## src/rtl/iovq_pkg.sv

```systemverilog
// shared types and constants of the interval overlap query block
`timescale 1ns / 1ps

package iovq_pkg;

  // default number of table cells
  localparam int DEPTH_DEF = 64;

  // input item kinds
  localparam logic [1:0] KIND_CLEAR = 2'd0;
  localparam logic [1:0] KIND_LOAD  = 2'd1;
  localparam logic [1:0] KIND_QUERY = 2'd2;

  // result status codes
  localparam logic [2:0] ST_MATCH    = 3'd0;
  localparam logic [2:0] ST_NO_MATCH = 3'd1;
  localparam logic [2:0] ST_LOADED   = 3'd2;
  localparam logic [2:0] ST_FULL     = 3'd3;
  localparam logic [2:0] ST_CLEARED  = 3'd4;

  // configuration register indexes
  localparam logic [1:0] CFG_SPAN        = 2'd0;
  localparam logic [1:0] CFG_NOT_SPAN    = 2'd1;
  localparam logic [1:0] CFG_NOT_SPANNED = 2'd2;

  // one stored interval, end kept at 33 bits
  typedef struct packed {
    logic [31:0] lo;
    logic [32:0] hi;
  } entry_t;

  // per-cycle command to every cell of the chain
  typedef struct packed {
    logic insert;
    logic rotate;
  } cell_ctl_t;

  // filter mode flags
  typedef struct packed {
    logic span;
    logic not_span;
    logic not_spanned;
  } mode_t;

endpackage

```

## src/rtl/iovq_match.sv

```systemverilog
// overlap test and mode filters for the interval at the head of the chain
`timescale 1ns / 1ps

module iovq_match
  import iovq_pkg::*;
(
  input  entry_t      head,
  input  logic        head_valid,
  input  logic [31:0] q_lo,
  input  logic [32:0] q_hi,
  input  mode_t       mode,
  output logic        hit
);

  logic [32:0] s_lo;
  logic [32:0] q_lo_x;
  logic        overlap;
  logic        span;
  logic        spanned;

  assign s_lo   = {1'b0, head.lo};
  assign q_lo_x = {1'b0, q_lo};

  // half-open overlap and containment both ways
  assign overlap = (s_lo < q_hi) && (q_lo_x < head.hi);
  assign span    = (s_lo <= q_lo_x) && (q_hi <= head.hi);
  assign spanned = (q_lo_x <= s_lo) && (head.hi <= q_hi);

  // survivor after all enabled filters
  assign hit = head_valid && overlap
             && !(mode.span && !span)
             && !(mode.not_span && span)
             && !(mode.not_spanned && spanned);

endmodule

```

## config.mk

```make
export PLATFORM = sky130hd
export DESIGN_NAME = iovq_match
export DESIGN_NICKNAME = d
export VERILOG_FILES = /design/src/rtl/iovq_pkg.sv /design/src/rtl/iovq_match.sv
export SDC_FILE = /design/constraint.sdc
export NUM_CORES = 1
export LEC_CHECK = 0
export BUFFER_PORTS_ARGS = -buffer_cell sky130_fd_sc_hd__buf_4
export CAP_MARGIN = 25
export CORE_MARGIN = 2
export CORE_UTILIZATION = 55
export DETAILED_ROUTE_END_ITERATION = 12
export PLACE_DENSITY_LB_ADDON = 0.25
export SLEW_MARGIN = 20
export SYNTH_ARGS = -nofsm -noshare
export SYNTH_HDL_FRONTEND = slang
export SYNTH_SLANG_ARGS = --single-unit
```

## constraint.sdc

```tcl
create_clock -name vclk -period 5.2
set_input_delay 0.26 -clock vclk [all_inputs]
set_output_delay 0.26 -clock vclk [all_outputs]
set_load 0.01 [all_outputs]
```

==> results by group, run 1 <==
Outcome
  • Run status: completed

Timing
  • Setup repair after global routing missed its margin: no
  • Peak Freq: 0.341 GHz
  • Total Neg Setup Slack: 0 ns
  • Worst Slack Setup Final: 2.27 ns
  • Final Hold Vio Count: 0
  • Worst slew margin relative to its limit: 67.6%
  • Slew of the pin with the lowest slew margin: 0.481 ns
  • Clock period minus worst slack: 2.93 ns
  • Period Utilization, post-route: 56.4%
  • Number of max-slew violations in the final report: 0
  • Final setup viols: 0

Pwr
  • Leakage power summed over all cells: 2.58 nW
  • Power Dens Cells: 76.3 nW/um2
  • Final Power: 0.000324 W
  • VDD IR max: 0.0000471 V

Final layout
  • Final Instance Count excl. Fillers: 636
  • Final-layout fill cell count: 416
  • Count of nets after finishing: 827
  • Layout sequential cell count: 0
  • Register area: 0 um2
  • Number of clock-tree buffers in the layout: 0
  • # diodes: 0
  • Final Instance Area: 4240 um2
  • Synthesis-to-layout area growth: 35.2%
  • Share of final-layout standard cells stronger than drive strength 1: 24.5%
  • Area of the multi-input gates: 2760 um2

Synth
  • Sequential share of the synthesized area: 0%
  • Number of library cell types mapped by synthesis: 39
  • Most frequent cell after synthesis: ha_1
  • Area share of the leading cell type in the synthesized netlist: 50.6%
  • Post-Synthesis Net Count: 690
  • Cell taking the most area after synthesis: ha_1
  • Yosys warning count: 0
  • Dominant cells by area after synthesis: ha_1 (51%), inv_1 (12%), a21oi_1 (7.0%), nand4_1 (5.0%), a21o_1 (4.1%)
  • Commonest cells in the synthesized netlist: ha_1 (127), inv_1 (100), a21oi_1 (44)
  • Cell count after synthesis: 429
  • Syn Area/Cell: 7.32 um2
  • Synth Cell Area: 3140 um2

GRT
  • Antenna violations before repair: 0
  • First-pass GRT wire length: 15000 um
  • Vias in the first global route: 3522
  • Overall overflow remaining after global route: 0
  • Pin count of the biggest net entering global routing: 5
  • Total track usage: 28.7%

Clock tree
  • CTS hold repair buffers: 0
  • Buffers inserted during post-CTS setup optimization: 0
  • CTS resizes: 0

Placed design
  • Place WS: 2.37 ns
  • Total cell area at the placement stage: 4240 um2
  • Placer Congestion: 0.891
  • Count of buffers inserted at the top-level ports: 135
  • Cells after DPL: 636
  • Total half-perimeter wirelength after legalization and detailed placement: 8700 um

Floorplanning
  • Core region area: 5510 um2
  • Chip height: 79.6 um
  • Overall die area: 6330 um2
  • Number of standard-cell rows in the floorplan: 27
  • Die outline width: 79.6 um
  • Count of boundary I/O pins: 135
  • Initial core utilization: 57.0%

Drt
  • Final routed wirelength across all metal layers: 9290 um
  • Violation count after the first detailed-routing iteration: 139
  • First-pass detailed-route iteration total: 5
  • Number of vias in the routed layout: 3587
  • Drt wl/cell: 14.6 um
  • Number of design rule violations left after detail routing: 0
  • Via density per instance: 5.64
  • Antenna-violating nets left: 0

Setup path
  • Kind of critical path: input port to output port
  • Type of element launching the critical path: input port
  • Worst setup EP type: output port
  • Max FO, Critical Path: 2
  • Endpoint required time on the critical path: 4.94 ns
  • Worst EP arrival: 2.67 ns

Run
  • Number of maximum-capacitance violations: 0

Worst hold path
  • Hold Crit Class: input port to output port
  • Hold Crit Depth: 5
## cell usage in the layout, fill, tap and decap left out, types with 2 or more instances in the layout
cell type,count
nor3_1,6
nand2_1,22
or3_1,2
nor2_1,11
nor2b_1,3
a2111oi_0,2
o211ai_1,2
ha_1,127
nand2b_1,2
o21ai_1,5
or4_1,2
a21oi_1,44
nor4_1,5
inv_1,100
a211oi_1,5
o21ai_0,10
a221o_1,2
a221oi_1,2
nand4_1,25
nand3_1,14
a21o_1,17
buf_4,135
a22oi_1,3
nand4b_1,2
## cell type report
class,count,share of cell area [%]
Multi-Input combinational cell,329,65.1
Timing Repair Buffer,135,23.9
Inverter,100,8.85
Tap cell,72,2.12
## power breakdown
group / internal (W) / switching (W) / leakage [nW] / total [W]
Clock: 0 / 0 / 0 / 0
Combinational: 0.000166 / 0.000158 / 2.58 / 0.000324
Sequential: 0 / 0 / 0 / 0
Total: 0.000166 / 0.000158 / 2.58 / 0.000324
## logic make-up (layout without fill, tap and decap cells)
| group | count (synthesis) | after routing | synth area share [%] |
|---|---|---|---|
| AOI/OAI and AO/OA | 101 | 101 | 20.0 |
| adders and majority gates | 127 | 127 | 50.6 |
| buffers and inverters | 100 | 235 | 12.0 |
| and+or+nand+nor | 101 | 101 | 17.4 |
## worst max-delay path: stages
cell and delay (ns):
buf_4 0.09, inv_1 0.03, ha_1 0.31, a21o_1 0.18
a21oi_1 0.20, o221ai_1 0.18, or4b_1 0.52, a211oi_1 0.20
o2111ai_1 0.15, nor4_1 0.35, buf_4 0.20
## worst paths after layout
check / from / to / slack, ns
max: head[30] / hit / 2.27
min: mode[1] / hit / 1.07
## per-layer routing
layer,wire length [um],GRT usage [%],up-vias,part of all wire [%]
met2,4360,51.9,152,47
met1,4150,38.6,1594,45
met5,0,0,-,0
li1,-,-,1829,-
met3,677,1.24,12,7.3
met4,110,3.10,0,1.2
## metrics by stage
| step | utilization, % | hold WS, ns |
|---|---|---|
| 4_1_cts | 77.1 | 1.06 |
| 3_5_place_dp | 77.1 | 1.06 |
| 6_report | 77.1 | 1.07 |
| 5_1_grt | 77.1 | 1.08 |
| 2_1_floorplan | - | 0.805 |
| 3_3_place_gp | 77.1 | 1.05 |
Power figures use the tool's default switching activity.
==> run 2, diff against run 1 <==
Settings changed: ABC_AREA from default to 1, CORE_UTILIZATION 55 to 53.
Clock period 5.2 ns to 2.88 ns, I/O delays scaled along.
==> run 2 against run 1 <==
Count of clock-buffer cells in the layout stayed put. Wire length rose by 0.47%. Combinational power is 93% higher. Worst setup slack got worse by 1.3 ns. Die area rose by 15%. Critical endpoint unchanged. Largest cell class unchanged.
==> results by group, run 2 <==
Outcome
  • Run status: completed

Drt
  • Drt wl/cell: 11.8 um
  • Antenna-violating nets left: 0
  • Number of vias in the routed layout: 3903
  • Violation count after the first detailed-routing iteration: 134
  • Via density per instance: 4.92
  • First-pass detailed-route iteration total: 4
  • Number of design rule violations left after detail routing: 0
  • Final routed wirelength across all metal layers: 9340 um

Final layout
  • Most frequent cells in the layout: nand2_1 (167), inv_1 (144), buf_4 (135), ha_1 (127), a21oi_1 (46)
  • Number of clock-tree buffers in the layout: 0
  • Count of nets after finishing: 980
  • Most common cell after layout, fill and taps aside: nand2_1
  • Layout sequential cell count: 0
  • Synthesis-to-layout area growth: 31.7%
  • Register area: 0 um2
  • # diodes: 0
  • Fraction of the core area covered by cells at the end of the flow: 72.3%
  • Share of final-layout standard cells stronger than drive strength 1: 19.8%

Setup path
  • Largest stage delay, worst path: 0.42 ns
  • Worst EP arrival: 1.82 ns
  • Type of element launching the critical path: input port
  • Crit-path slowest cell: nor4_1
  • Kind of critical path: input port to output port
  • Critical path's top delay family: simple AND/OR/NAND/NOR gates
  • Max FO, Critical Path: 2
  • Buf/Inv on CP: 3
  • Endpoint required time on the critical path: 2.74 ns
  • Critical path, cell by cell: buf_4 > inv_1 > ha_1 > nand2_1 > nor2_1 > nand4_1 > nor4_1 > a21oi_1 > nand2_1 > nor2_2 > buf_4
  • Worst setup EP type: output port

Synth
  • Cell taking the most area after synthesis: ha_1
  • Share of the synthesized area in compound gates (AO/OA/AOI/OAI): 9.71%
  • Number of library cell types mapped by synthesis: 20
  • Syn Area/Cell: 6.02 um2
  • Area share of and/or/nand/nor cells after synthesis: 29.6%
  • Post-synthesis adder-cell area fraction: 45.3%
  • Yosys warning count: 0
  • Dominant cells by area after synthesis: ha_1 (45%), nand2_1 (18%), inv_1 (15%), a21oi_1 (6.6%), nor2_1 (4.3%)
  • Commonest cells in the synthesized netlist: nand2_1 (167), inv_1 (144), ha_1 (127)
  • Area share of the leading cell type in the synthesized netlist: 45.3%
  • Largest family of logic cells by synthesized area: adder cells
  • Cell count after synthesis: 582
  • Sequential share of the synthesized area: 0%
  • Post-Synthesis Net Count: 843
  • Synth Cell Area: 3510 um2
  • Mux share of post-synthesis cell area: 0%
  • Most frequent cell after synthesis: nand2_1
  • Xor and xnor area share after synthesis: 0%

Worst hold path
  • Hold Crit Class: input port to output port
  • Hold Path End: hit
  • Hold Crit Depth: 5
  • Critical hold path startpoint: mode[2]

Floorplanning
  • Die outline width: 85.3 um
  • Chip height: 85.3 um
  • Overall die area: 7280 um2
  • Initial core utilization: 54.9%
  • Number of standard-cell rows in the floorplan: 29
  • Count of boundary I/O pins: 135
  • Core region area: 6390 um2

Timing
  • Clock period minus worst slack: 1.96 ns
  • Final setup viols: 0
  • Period Utilization, post-route: 68.0%
  • Total Neg Setup Slack: 0 ns
  • Slew of the pin with the lowest slew margin: 0.493 ns
  • Worst slew margin relative to its limit: 66.8%
  • Peak Freq: 0.510 GHz
  • Setup repair after global routing missed its margin: no
  • Final Hold Vio Count: 0
  • Number of max-slew violations in the final report: 0
  • WHS: 0.655 ns

Clock tree
  • Buffers inserted during post-CTS setup optimization: 0
  • CTS hold repair buffers: 0
  • CTS resizes: 0

Pwr
  • Leakage power summed over all cells: 3.06 nW
  • Power Dens Cells: 135 nW/um2
  • VDD IR max: 0.0000800 V

GRT
  • Overall overflow remaining after global route: 0
  • Vias in the first global route: 3949
  • Antenna violations before repair: 0
  • Pin count of the biggest net entering global routing: 6
  • Total track usage: 25.8%
  • First-pass GRT wire length: 16000 um

Placed design
  • Placer Congestion: 0.818
  • Count of buffers inserted at the top-level ports: 135
  • Total half-perimeter wirelength after legalization and detailed placement: 8830 um

Run
  • Number of maximum-capacitance violations: 0
-- run 2: kinds of logic after synthesis --
logic type / count (synthesis)
AND/OR/NAND/NOR: 249
AO/OA/AOI/OAI: 62
adder cells (fa/ha/maj): 127
buffers and inverters: 144
-- run 2: stage by stage --
stage	area, um2	total power (W)	setup WS (ns)	cells
6_report	4620	0.000624	0.921	794
5_1_grt	4620	0.000721	0.838	794
4_1_cts	4620	0.000627	1.00	794
3_5_place_dp	4620	0.000623	1.00	794
3_3_place_gp	4620	0.000598	1.02	794
2_1_floorplan	3510	0.000355	1.36	582
-- run 2: worst max path at each step --
stage,from,to,slack (ns),cells past startpoint
CTS,head[31],hit,1.00,11
global route,q_hi[32],hit,0.84,16
global placement,head[31],hit,1.02,11
detailed placement,head[31],hit,1.00,11
floorplan,q_hi[32],hit,1.36,14
finish,head[31],hit,0.92,11
-- run 2: routing by layer --
| metal | share of wire [%] | vias to the layer above | wire length, um | global-route usage [%] |
|---|---|---|---|---|
| li1 | - | 2121 | - | - |
| met1 | 46 | 1684 | 4260 | 33.4 |
| met2 | 49 | 92 | 4610 | 48.6 |
| met3 | 4.6 | 6 | 434 | 1.75 |
| met4 | 0.34 | 0 | 32 | 1.44 |
| met5 | 0 | - | 0 | 0 |
-- run 2: layout make-up --
type / instances / area [um2]
Tap cell: 77 / 96.3
Fill cell: 570 / 1770
Multi-Input combinational cell: 438 / 2970
Timing Repair Buffer: 135 / 1010
Inverter: 144 / 541
-- run 2: power by group --
group	internal, W	switching, W
sequential	0	0
clock	0	0
combinational	0.000305	0.000319
total	0.000305	0.000319
==> run 3, diff against run 2 <==
Settings changed: ABC_AREA 1 to 0, CORE_UTILIZATION 53 to 46.
Clock period 2.88 ns to 1.7 ns, I/O delays scaled along.
==> run 3 against run 2 <==
Largest power group unchanged. The run now ends with setup timing left. Wire length rose by 25%. Worst hold slack improved by 0.022 ns. Cell count down 7.4%. Highest routed layer unchanged. Critical path depth is the same. Largest cell class unchanged.
==> results by group, run 3 (synthesis gave the netlist of run 1 again) <==
Outcome
  • Run status: complete, but fails checks
  • Violated checks: setup timing

Pwr
  • Fraction of power consumed by the clock network: 0%
  • Internal cell power: 0.000732 W
  • Final Power: 0.00135 W
  • Reg power frac: 0%
  • VDD IR max: 0.000135 V
  • Switching pwr: 0.000613 W
  • Leakage power summed over all cells: 3.04 nW
  • Power Dens Cells: 250 nW/um2
  • Sw frac: 45.6%
  • Share of power burned in combinational logic: 100.0%

Floorplanning
  • Overall die area: 7500 um2
  • Chip height: 86.6 um
  • Number of standard-cell rows in the floorplan: 30
  • Core region area: 6680 um2
  • Die outline width: 86.6 um
  • Count of boundary I/O pins: 135
  • Initial core utilization: 47.0%

GRT
  • Vias in the first global route: 3960
  • Overall overflow remaining after global route: 0
  • Pin count of the biggest net entering global routing: 5
  • Antenna violations before repair: 0
  • Total track usage: 27.5%
  • First-pass GRT wire length: 17000 um

Drt
  • First-pass detailed-route iteration total: 4
  • Number of design rule violations left after detail routing: 0
  • Final routed wirelength across all metal layers: 11700 um
  • Antenna-violating nets left: 0
  • Number of vias in the routed layout: 4022
  • Violation count after the first detailed-routing iteration: 136
  • Drt wl/cell: 15.9 um
  • Via density per instance: 5.47

Timing
  • Period Utilization, post-route: 139%
  • Worst slew margin relative to its limit: 73.6%
  • Clock period minus worst slack: 2.37 ns
  • Peak Freq: 0.422 GHz
  • WHS: 0.677 ns
  • Worst Slack Setup Final: -0.670 ns
  • Number of max-slew violations in the final report: 0
  • Slew of the pin with the lowest slew margin: 0.387 ns
  • Setup repair after global routing missed its margin: yes
  • Final setup viols: 1
  • Total Neg Setup Slack: -0.670 ns
  • Final Hold Vio Count: 0

Run
  • Number of maximum-capacitance violations: 0

Worst hold path
  • Hold Crit Class: input port to output port
  • Hold Crit Depth: 5
  • Hold Path End: hit
  • Critical hold path startpoint: mode[1]

Setup path
  • Kind of critical path: input port to output port
  • Critical path's top delay family: simple AND/OR/NAND/NOR gates
  • Endpoint required time on the critical path: 1.62 ns
  • Largest stage delay, worst path: 0.53 ns
  • Buf/Inv on CP: 3
  • Worst EP arrival: 2.29 ns
  • Crit-path slowest cell: or4_4
  • Max FO, Critical Path: 3
  • Type of element launching the critical path: input port
  • Worst setup EP type: output port
  • Critical path, cell by cell: buf_4 > inv_1 > ha_4 > a21oi_2 > o21ai_1 > a221o_1 > or3_4 > or4_4 > o2111ai_2 > nor4_2 > buf_4
  • Most prevalent standard cell on the critical path: buf_4

Final layout
  • Most common cell after layout, fill and taps aside: buf_4
  • Share of final-layout standard cells stronger than drive strength 1: 43.8%
  • Number of clock-tree buffers in the layout: 0
  • Count of nets after finishing: 918
  • # diodes: 0
  • Synthesis-to-layout area growth: 71.3%
  • Most frequent cells in the layout: buf_4 (224), ha_1 (103), inv_1 (92), a21oi_1 (36), nand4_1 (25)
  • Register area: 0 um2
  • Final Instance Area: 5380 um2
  • Layout sequential cell count: 0

Placed design
  • Placer Congestion: 0.922
  • Total cell area at the placement stage: 4920 um2
  • Total half-perimeter wirelength after legalization and detailed placement: 9560 um
  • Count of buffers inserted at the top-level ports: 135
run 3: stage by stage:
| step | util, % | worst slack (ns) | instances |
|---|---|---|---|
| 4_1_cts | 74.7 | -0.579 | 732 |
| 2_1_floorplan | - | -0.272 | 429 |
| 6_report | 80.5 | -0.670 | 735 |
| 3_5_place_dp | 73.7 | -0.672 | 731 |
| 5_1_grt | 80.5 | -0.691 | 735 |
| 3_3_place_gp | 73.7 | -0.601 | 731 |
run 3: worst max-delay path by stage:
stage	start	end	slack [ns]	depth (start not counted)
5_1_grt	head[52]	hit	-0.69	11
3_3_place_gp	head[47]	hit	-0.60	11
4_1_cts	head[60]	hit	-0.58	11
6_report	head[52]	hit	-0.67	11
3_5_place_dp	head[40]	hit	-0.67	11
2_1_floorplan	head[60]	hit	-0.27	9
run 3: layout make-up:
cell class	count	area [um2]
fillers	439	1310
multi-input cells	329	3190
well taps	80	100
repair buffers	226	1700
inverters	100	378
run 3: repair_timing:
action,in CTS,in global routing
buffers inserted,1,3
resized for setup,12,52
setup endpoints to repair,1,1
pin swaps,4,28
hold buffers,0,0
run 3: power by group through the flow:
stage,combinational [W],sequential [W],clock (W)
2_1_floorplan,0.000524,0,0
3_3_place_gp,0.00109,0,0
3_5_place_dp,0.00115,0,0
4_1_cts,0.00118,0,0
5_1_grt,0.00148,0,0
6_report,0.00135,0,0
run 3: routing by layer:
layer	share of wire [%]	GRT usage, %
met1	44	36.3
met4	1.7	4.40
met5	0	0
met2	49	49.1
met3	4.5	2.48
