`src/rtl/iovq_pkg.sv`:
```
// shared types and constants of the interval overlap query block
`timescale 1ns / 1ps

package iovq_pkg;

  // default number of table cells
  localparam int DEPTH_DEF = 64;

  // input item kinds
  localparam logic [1:0] KIND_CLEAR = 2'd0;
  localparam logic [1:0] KIND_LOAD  = 2'd1;
  localparam logic [1:0] KIND_QUERY = 2'd2;

  // result status codes
  localparam logic [2:0] ST_MATCH    = 3'd0;
  localparam logic [2:0] ST_NO_MATCH = 3'd1;
  localparam logic [2:0] ST_LOADED   = 3'd2;
  localparam logic [2:0] ST_FULL     = 3'd3;
  localparam logic [2:0] ST_CLEARED  = 3'd4;

  // configuration register indexes
  localparam logic [1:0] CFG_SPAN        = 2'd0;
  localparam logic [1:0] CFG_NOT_SPAN    = 2'd1;
  localparam logic [1:0] CFG_NOT_SPANNED = 2'd2;

  // one stored interval, end kept at 33 bits
  typedef struct packed {
    logic [31:0] lo;
    logic [32:0] hi;
  } entry_t;

  // per-cycle command to every cell of the chain
  typedef struct packed {
    logic insert;
    logic rotate;
  } cell_ctl_t;

  // filter mode flags
  typedef struct packed {
    logic span;
    logic not_span;
    logic not_spanned;
  } mode_t;

endpackage

```
`src/rtl/iovq_cell.sv`:
```
// one table cell: holds an interval, shifts on insertion, rotates during a query
`timescale 1ns / 1ps

module iovq_cell
  import iovq_pkg::*;
(
  input  logic      clk,
  input  cell_ctl_t ctl,
  input  logic      occ,
  input  entry_t    new_entry,
  input  entry_t    prev_entry,
  input  logic      prev_g,
  input  entry_t    next_entry,
  output entry_t    entry,
  output logic      g
);

  // cell sits at or after the insertion point
  assign g = !occ || (entry.lo > new_entry.lo);

  // insertion takes the left neighbor or the new interval, rotation the right neighbor
  always_ff @(posedge clk) begin
    if (ctl.insert && g) begin
      entry <= prev_g ? prev_entry : new_entry;
    end else if (ctl.rotate) begin
      entry <= next_entry;
    end
  end

endmodule

```
`config.mk`:
```
export PLATFORM = sky130hd
export DESIGN_NAME = iovq_cell
export DESIGN_NICKNAME = d
export VERILOG_FILES = /design/src/rtl/iovq_pkg.sv /design/src/rtl/iovq_cell.sv
export SDC_FILE = /design/constraint.sdc
export NUM_CORES = 1
export LEC_CHECK = 0
export ABC_AREA = 1
export BUFFER_PORTS_ARGS = -buffer_cell sky130_fd_sc_hd__buf_2
export CAP_MARGIN = 10
export CELL_PAD_IN_SITES_DETAIL_PLACEMENT = 0
export CELL_PAD_IN_SITES_GLOBAL_PLACEMENT = 2
export CORE_MARGIN = 8
export CORE_UTILIZATION = 25
export DETAILED_ROUTE_END_ITERATION = 8
export PLACE_DENSITY_LB_ADDON = 0.08
export SYNTH_ARGS = -nofsm -noshare
export SYNTH_HDL_FRONTEND = slang
export SYNTH_SLANG_ARGS = --single-unit
```
`constraint.sdc`:
```
create_clock -name clk -period 6.7 [get_ports clk]
set_input_delay 0.67 -clock clk [delete_from_list [all_inputs] [get_ports clk]]
set_output_delay 0.67 -clock clk [all_outputs]
set_load 0.005 [all_outputs]
```
==> results.json, run 1 <==
{
  "synth-main-ff-cell": "edfxtp_1",
  "yosys.area_share.xor_xnor": 0,
  "start_kind": "input pin",
  "cts.htree.levels": 3,
  "worst_path_dominant_cell_family": "simple AND/OR/NAND/NOR gates",
  "root_buffer": "clkbuf_16",
  "critical_path_class": "in2reg",
  "drcViolationCount": 0,
  "grt_pass1_vias": 4951,
  "ys_seq_area_frac": 0.435,
  "synthMuxAreaShare": 0.0853,
  "cpMaxStageDelayCell": "nand2_4",
  "die_x_um": 150,
  "synth_top_family_by_area": "simple AND/OR/NAND/NOR gates",
  "overflow": 0,
  "min_period_ps": 3350,
  "worst_ir_drop_vdd_mv": 0.126,
  "tns_ps": 0,
  "worstPathCellList": "buf_2 > inv_1 > ha_1 > nand2_1 > nor2_1 > nand2_1 > nor2_1 > nand2_1 > nand2_1 > nand2_2 > nand2_4 > nand2_2 > nand2_4",
  "dp_hpwl_mm": 12.5,
  "finalMaxSlewViolations": 0,
  "clk_pin_slew_ps": 60,
  "viasPerCell": 4.37,
  "synthArstFlopShare": 0,
  "grt_use_total": 0.149,
  "ys_types": 22,
  "io_buffers": 265,
  "syn-mean-instance-area_um2": 8.37,
  "internal_power_mw": 0.956,
  "synthAdderAreaFrac": 0.0892,
  "core_area_um2": 17800,
  "syn2layout_area_growth_pct": 38.7,
  "initial_core_util": 0.252,
  "syn_nets": 768,
  "status": "completed",
  "clkPwrFrac": 0.340,
  "synth_compound_gate_area_share": 0.0546,
  "yosysTopAreaCell": "edfxtp_1",
  "via_count": 4441,
  "synth.top_cells.by_area": "edfxtp_1, nand2_1, ha_1",
  "fmax_ghz": 0.299,
  "synth-edff-count": 65,
  "crit_path_end_kind": "flip-flop",
  "drt_wl_total_mm": 16.9,
  "postLayoutCellArea_um2": 6230,
  "rsz0062_at_grt": "no",
  "clock_path_buffers": 2,
  "die_area_um2": 22500,
  "cts_sinks": 65,
  "drive_above_1_share": 0.408,
  "synth_area_um2": 4490,
  "tightest_slew_ps": 954,
  "nNetsFinal": 1015,
  "fin_skew_ps": 6.55,
  "synthSimpleGateAreaFrac": 0.260,
  "drt-initial-drc-count": 148,
  "drtPass1Iterations": 4,
  "fin_util": 0.350,
  "gp_congestion": 0.742,
  "grt_pass1_wl_mm": 26.1,
  "largest_reg_flops": 65,
  "p_switching_mw": 0.398,
  "setup_violations": 0,
  "post-route-period-util": 0.500,
  "power_leakage_nw": 3.29,
  "comb_power_share": 0.262,
  "top_register": "entry",
  "crit_top_cell": "nand2_1",
  "worst-path-max-fanout": 67,
  "max-cap-violations": 0,
  "cp.arrival_ps": 3300,
  "hold_buffers": 0,
  "rows": 49,
  "ios": 266,
  "n_fill_cell": 1940,
  "cts_setup_buffers": 0,
  "wl_per_cell_um": 16.6,
  "top_regs": "entry x65",
  "hp-class": "in2reg",
  "clock_latency_ps": 330,
  "path_buf_inv": 2,
  "antenna_found_initial": 6,
  "switching_share": 0.294,
  "ys_seq_elements": 65,
  "synth.most_common_cell": "nand2_1",
  "grt_max_degree": 69,
  "slowest_delay_ps": 730,
  "synth_top_area_frac": 0.435,
  "postRouteAntennaNets": 0,
  "place_area_um2": 5950,
  "yosys_warnings": 0,
  "cts_buffers": 9,
  "cts_tree": "done",
  "finalHoldViolations": 0,
  "chipHeight_um": 150,
  "syn_inst": 536,
  "synth_common_cells": "nand2_1, nand3_1, edfxtp_1, inv_1, mux2_2",
  "power_density_nw_per_um2": 217,
  "crit_required_ps": 6650,
  "cts_resized": 0,
  "slew_headroom": 0.364,
  "seq_power_share": 0.398
}
-- worst paths after layout --
path	depth (start not counted)	startpoint	endpoint	slack, ps
max	13	new_entry[60]	entry[41]$_DFFE_PP_	3350
max reg2reg	11	entry[56]$_DFFE_PP_	entry[41]$_DFFE_PP_	3410
min reg2reg	9	entry[56]$_DFFE_PP_	entry[35]$_DFFE_PP_	1690
min	3	next_entry[11]	entry[11]$_DFFE_PP_	600
-- stage by stage --
stage | power [mW] | cells | hold slack (ps) | setup slack (ps)
2_1_floorplan | 0.746 | 536 | 849 | 2960
3_3_place_gp | 0.916 | 1001 | 935 | 2930
3_5_place_dp | 0.913 | 1001 | 937 | 2890
4_1_cts | 1.38 | 1016 | 581 | 3250
5_1_grt | 1.45 | 1017 | 595 | 3060
6_report | 1.35 | 1017 | 599 | 3350
-- cells by family after synthesis --
logic type | after synthesis
AOI/OAI and AO/OA | 48
buffers and inverters | 73
DFF | 65
adders and majority gates | 32
muxes | 34
and+or+nand+nor | 284
-- power groups by stage --
stage	combinational [mW]	clock [mW]	sequential, mW
3_5_place_dp	0.364	0	0.548
3_3_place_gp	0.367	0	0.549
2_1_floorplan	0.191	0	0.555
5_1_grt	0.410	0.494	0.546
4_1_cts	0.366	0.475	0.541
6_report	0.354	0.460	0.540
-- layout by cell type, fill, tap and decap left out --
master,netlist,layout
buf_2,11,264
nand2_1,200,199
nand3_1,67,67
edfxtp_1,65,65
inv_1,37,37
mux2_2,34,34
ha_1,32,32
o21ai_0,24,24
a21oi_1,13,13
nor2_1,12,12
o21ai_1,9,9
clkbuf_16,0,9
buf_4,2,4
inv_2,3,3
clkinv_1,1,3
nand4_1,2,2
nand2_2,2,2
nand2_4,1,2
clkinv_2,0,2
diode_2,0,1
a21o_1,1,1
o21a_1,1,1
clkbuf_1,12,1
bufinv_16,0,1
-- worst min-delay path, delay by kind of cell --
kind | cells | cell delay, ps
buffers and inverters | 1 | 70
and+or+nand+nor | 2 | 80
-- per-layer routing --
metal	vias up	part of all wire	track usage	wire, um
met1	1940	0.40	0.161	6760
met5	-	0.0041	0	69
met4	10	0.024	0.0605	414
li1	2290	-	-	-
met3	29	0.10	0.0650	1750
met2	172	0.47	0.252	7930
-- layout make-up --
type / instances / area (um^2) / area share
Antenna cell: 1 / 2.50 / 0.000402
Inverter: 41 / 154 / 0.0247
Sequential cell: 65 / 1950 / 0.314
Clock buffer: 10 / 229 / 0.0368
Timing Repair Buffer: 268 / 1350 / 0.217
Tap cell: 229 / 287 / 0.0460
Clock inverter: 5 / 47.5 / 0.00764
Multi-Input combinational cell: 398 / 2200 / 0.354
Note: power is estimated with default switching activity, not from simulation.
==> run 2: changes to the inputs <==
--- a/config.mk
+++ b/config.mk
@@ -11,7 +11,7 @@
 export CELL_PAD_IN_SITES_DETAIL_PLACEMENT = 0
 export CELL_PAD_IN_SITES_GLOBAL_PLACEMENT = 2
 export CORE_MARGIN = 8
-export CORE_UTILIZATION = 25
+export CORE_UTILIZATION = 21
 export DETAILED_ROUTE_END_ITERATION = 8
 export PLACE_DENSITY_LB_ADDON = 0.08
 export SYNTH_ARGS = -nofsm -noshare
==> constraint.sdc (replaced) <==
create_clock -name clk -period 2.8 [get_ports clk]
set_input_delay 0.28 -clock clk [delete_from_list [all_inputs] [get_ports clk]]
set_output_delay 0.28 -clock clk [all_outputs]
set_load 0.005 [all_outputs]
==> run 2 against run 1 <==
Against the previous run: clock power up 140%; via count up 2.4%; power up 140%; global-route usage fell by 1.3 points; clock skew up 3.2 ps; final area rose by 2.4%; first-iteration DRC count rose by 14%; die area rose by 17%; worst hold slack got worse by 400 ps; sequential power is 140% higher; utilization decreased by 4.7 points; critical endpoint is now entry[54]$_DFFE_PP_.
==> results.json, run 2 (same netlist as run 1, synthesis figures left out) <==
{
  "gp_congestion": 0.758,
  "dpl.cell_count": 1056,
  "io_buffers": 265,
  "drt-initial-drc-count": 168,
  "cts_tree": "done",
  "overflow": 0,
  "ios": 266,
  "grt_max_degree": 69,
  "nNetsFinal": 1024,
  "drt_wl_total_mm": 18.2,
  "clk_pin_slew_ps": 60,
  "p_total_mw": 3.27,
  "cts_setup_buffers": 0,
  "post-place-ws_ps": 344,
  "cts.htree.levels": 3,
  "viasPerCell": 4.24,
  "initial_core_util": 0.213,
  "critical_path_class": "reg2reg",
  "cts_resized": 0,
  "power_leakage_nw": 3.34,
  "layout_common_cells": "buf_2, nand2_1, nand3_1, edfxtp_1, inv_1",
  "power_density_nw_per_um2": 513,
  "grt_use_total": 0.136,
  "cts_sinks": 65,
  "worst-path-max-fanout": 33,
  "wl_per_cell_um": 17.0,
  "grt_pass1_vias": 4995,
  "die_area_um2": 26300,
  "drtPass1Iterations": 4,
  "postLayoutCellArea_um2": 6370,
  "r2r_slack_ps": 430,
  "top_register": "entry",
  "hp-class": "in2reg",
  "antenna_found_initial": 3,
  "clock_latency_ps": 340,
  "largest_reg_flops": 65,
  "top_regs": "entry x65",
  "postRouteAntennaNets": 0,
  "cts_buffers": 9,
  "slew_headroom": 0.481,
  "fmax_ghz": 0.423,
  "root_buffer": "clkbuf_16",
  "die_x_um": 162,
  "rsz0062_at_grt": "no",
  "min_period_ps": 2370,
  "finalHoldViolations": 0,
  "final_common_cell": "buf_2",
  "place_area_um2": 6100,
  "via_count": 4546,
  "rows": 53,
  "worst_ir_drop_vdd_mv": 0.277,
  "grt_pass1_wl_mm": 27.4,
  "drive_above_1_share": 0.415,
  "post-route-period-util": 0.845,
  "tns_ps": 0,
  "syn2layout_area_growth_pct": 42.0,
  "hold_buffers": 0,
  "crit_required_ps": 2820,
  "core_area_um2": 21000,
  "drcViolationCount": 0,
  "status": "completed",
  "start_kind": "flip-flop",
  "hold_ws_ps": 203,
  "tightest_slew_ps": 779,
  "clock_path_buffers": 2,
  "final_cells": 1071,
  "dp_hpwl_mm": 14.4,
  "cp.arrival_ps": 2380,
  "fin_util": 0.303,
  "fin_ws_ps": 435,
  "setup_violations": 0,
  "finalMaxSlewViolations": 0,
  "chipHeight_um": 162,
  "fin_skew_ps": 9.74,
  "max-cap-violations": 0,
  "crit_path_end_kind": "flip-flop"
}
run 2: path summary, 6_finish.rpt:
path,start,end,cells after the start
min,next_entry[39],entry[39]$_DFFE_PP_,3
max reg2reg,entry[56]$_DFFE_PP_,entry[54]$_DFFE_PP_,12
min reg2reg,entry[56]$_DFFE_PP_,entry[56]$_DFFE_PP_,9
max,entry[56]$_DFFE_PP_,entry[54]$_DFFE_PP_,12
run 2: layout make-up:
type,count,area (um^2)
Fill cell,2323,14600
Clock buffer,10,229
Timing Repair Buffer,277,1440
Clock inverter,4,46.3
Tap cell,275,344
Inverter,41,154
Sequential cell,65,1950
Multi-Input combinational cell,398,2200
Antenna cell,1,2.50
run 2: layer usage:
metal / global-route usage / vias to the layer above / part of all wire
li1: - / 2307 / -
met1: 0.150 / 2047 / 0.41
met2: 0.232 / 169 / 0.47
met3: 0.0567 / 19 / 0.096
met4: 0.0480 / 4 / 0.014
met5: 0 / - / 0.0013
run 2: power by group:
group / internal [mW] / leakage [nW] / switching (mW)
Combinational: 0.391 / 2.54 / 0.496
Sequential: 1.24 / 0.666 / 0.0494
Clock: 0.675 / 0.132 / 0.419
run 2: worst max-delay path, cell delays in order (launching register included):
cell	delay (ps)
edfxtp_1	390
ha_1	310
nand2_1	80
nor2_1	160
nand4_1	130
nor2_1	200
nand2_1	80
nand2_1	70
nand2_2	60
nand2_4	120
nand2_2	110
nand2_4	110
buf_12	230
==> run 3: changes to the inputs <==
--- a/config.mk
+++ b/config.mk
@@ -11,7 +11,7 @@
 export CELL_PAD_IN_SITES_DETAIL_PLACEMENT = 0
 export CELL_PAD_IN_SITES_GLOBAL_PLACEMENT = 2
 export CORE_MARGIN = 8
-export CORE_UTILIZATION = 21
+export CORE_UTILIZATION = 23
 export DETAILED_ROUTE_END_ITERATION = 8
 export PLACE_DENSITY_LB_ADDON = 0.08
 export SYNTH_ARGS = -nofsm -noshare
==> constraint.sdc (replaced) <==
create_clock -name clk -period 2.3 [get_ports clk]
set_input_delay 0.23 -clock clk [delete_from_list [all_inputs] [get_ports clk]]
set_output_delay 0.23 -clock clk [all_outputs]
set_load 0.005 [all_outputs]
==> run 3 against run 2 <==
Against the previous run: register-to-register slack worse by 340 ps; first-iteration DRC count up 7.1%; setup slack worse by 360 ps; largest cell class unchanged.
==> results.json, run 3 (same netlist as run 1, synthesis figures left out) <==
{
  "status": "completed",
  "syn2layout_area_growth_pct": 49.9,
  "start_kind": "flip-flop",
  "final_cells": 1071,
  "top_register": "entry",
  "fin_ws_ps": 73.0,
  "wl_per_cell_um": 16.9,
  "finalMaxSlewViolations": 0,
  "setup_violations": 0,
  "worst_path_dominant_cell_family": "flip-flops",
  "post-route-period-util": 0.968,
  "cts.htree.levels": 3,
  "max-cap-violations": 0,
  "power_density_nw_per_um2": 606,
  "cts_tree": "done",
  "tns_ps": 0,
  "grt_pass1_vias": 5098,
  "min_period_ps": 2230,
  "slew_headroom": 0.714,
  "post-place-ws_ps": -55.4,
  "worstPathCellList": "ha_1 > a21oi_1 > o21ai_1 > nand2_1 > nand2_1 > a21oi_2 > nand2_1 > nand2_2 > nand2_4 > buf_12 > buf_6",
  "drt_wl_total_mm": 18.1,
  "clk_pin_slew_ps": 60,
  "overflow": 0,
  "drtPass1Iterations": 6,
  "worst_ir_drop_vdd_mv": 0.371,
  "drive_above_1_share": 0.458,
  "finalHoldViolations": 0,
  "gp_congestion": 0.763,
  "drt-met1-wl_mm": 7.33,
  "initial_core_util": 0.232,
  "critical_path_class": "reg2out",
  "largest_reg_flops": 65,
  "core_area_um2": 19300,
  "cp.arrival_ps": 2000,
  "fin_skew_ps": 7.34,
  "worst-path-max-fanout": 4,
  "root_buffer": "clkbuf_16",
  "ios": 266,
  "antennaDiodeCount": 0,
  "crit_required_ps": 2070,
  "dp_hpwl_mm": 14.3,
  "postRouteAntennaNets": 0,
  "power_leakage_nw": 3.44,
  "io_buffers": 265,
  "antenna_found_initial": 4,
  "rsz0062_at_grt": "yes",
  "drcViolationCount": 0,
  "slowest_delay_ps": 410,
  "fin_util": 0.348,
  "crit_top_cell": "nand2_1",
  "drt-initial-drc-count": 180,
  "wl_met2_mm": 8.90,
  "rows": 51,
  "path_buf_inv": 2,
  "clock_latency_ps": 340,
  "grt_use_total": 0.148,
  "hold_ws_ps": 154,
  "dr.max_layer_used": "met5",
  "grt_pass1_wl_mm": 27.7,
  "crit_path_end_kind": "output pin",
  "clock_path_buffers": 2,
  "chipHeight_um": 156,
  "tightest_slew_ps": 429,
  "layout_common_cells": "buf_2, nand2_1, edfxtp_1, nand3_1, inv_1",
  "via_count": 4593,
  "cts_sinks": 65,
  "grt_max_degree": 38,
  "dpl.cell_count": 1048,
  "viasPerCell": 4.29,
  "route.met3.wl_mm": 1.66,
  "final_common_cell": "buf_2",
  "top_regs": "entry x65",
  "cpMaxStageDelayCell": "edfxtp_1",
  "nNetsFinal": 1033,
  "cts_buffers": 9,
  "die_x_um": 156,
  "die_area_um2": 24200,
  "hp-class": "in2reg",
  "fmax_ghz": 0.449
}
## run 3: final cells by class
type | count | area (um^2)
Fill cell | 2115 | 12600
Multi-Input combinational cell | 398 | 2400
Sequential cell | 65 | 1950
Timing Repair Buffer | 286 | 1620
Tap cell | 265 | 332
Clock buffer | 9 | 225
Inverter | 41 | 154
Clock inverter | 7 | 47.5
## run 3: worst paths after layout
check	startpoint	end	slack [ps]	depth (start not counted)
hold reg to reg	entry[56]$_DFFE_PP_	entry[54]$_DFFE_PP_	1380	10
setup reg to reg	entry[64]$_DFFE_PP_	entry[4]$_DFFE_PP_	90	12
setup / recovery	entry[58]$_DFFE_PP_	g	70	11
hold / removal	next_entry[29]	entry[29]$_DFFE_PP_	150	3
## run 3: layer usage
metal  GRT usage  up-vias
li1            -     2325
met1       0.166     2080
met2       0.256      163
met3      0.0640       17
met4      0.0305        8
met5           0        -
## run 3: tightest hold or removal path, delay by kind of cell
| family | cells | cell delay, ps |
|---|---|---|
| AND/OR/NAND/NOR | 2 | 80 |
| buffers and inverters | 1 | 70 |
## run 3: metrics by stage
step / area [um^2] / total power [mW]
2_1_floorplan: 4500 / 2.17
3_3_place_gp: 6170 / 2.74
3_5_place_dp: 6170 / 2.74
4_1_cts: 6570 / 4.12
5_1_grt: 6730 / 4.35
6_report: 6730 / 4.07
## run 3: power by group
group | leakage [nW] | internal, mW | switching, mW
combinational | 2.64 | 0.577 | 0.648
clock | 0.131 | 0.726 | 0.542
sequential | 0.666 | 1.51 | 0.0700
## run 3: what timing repair did
item / CTS / global route
resized for setup: 12 / 25
gates cloned: 1 / 0
setup buffers: 5 / 3
pin swaps: 10 / 9
hold buffers: 0 / 0
setup endpoints to repair: 131 / 131
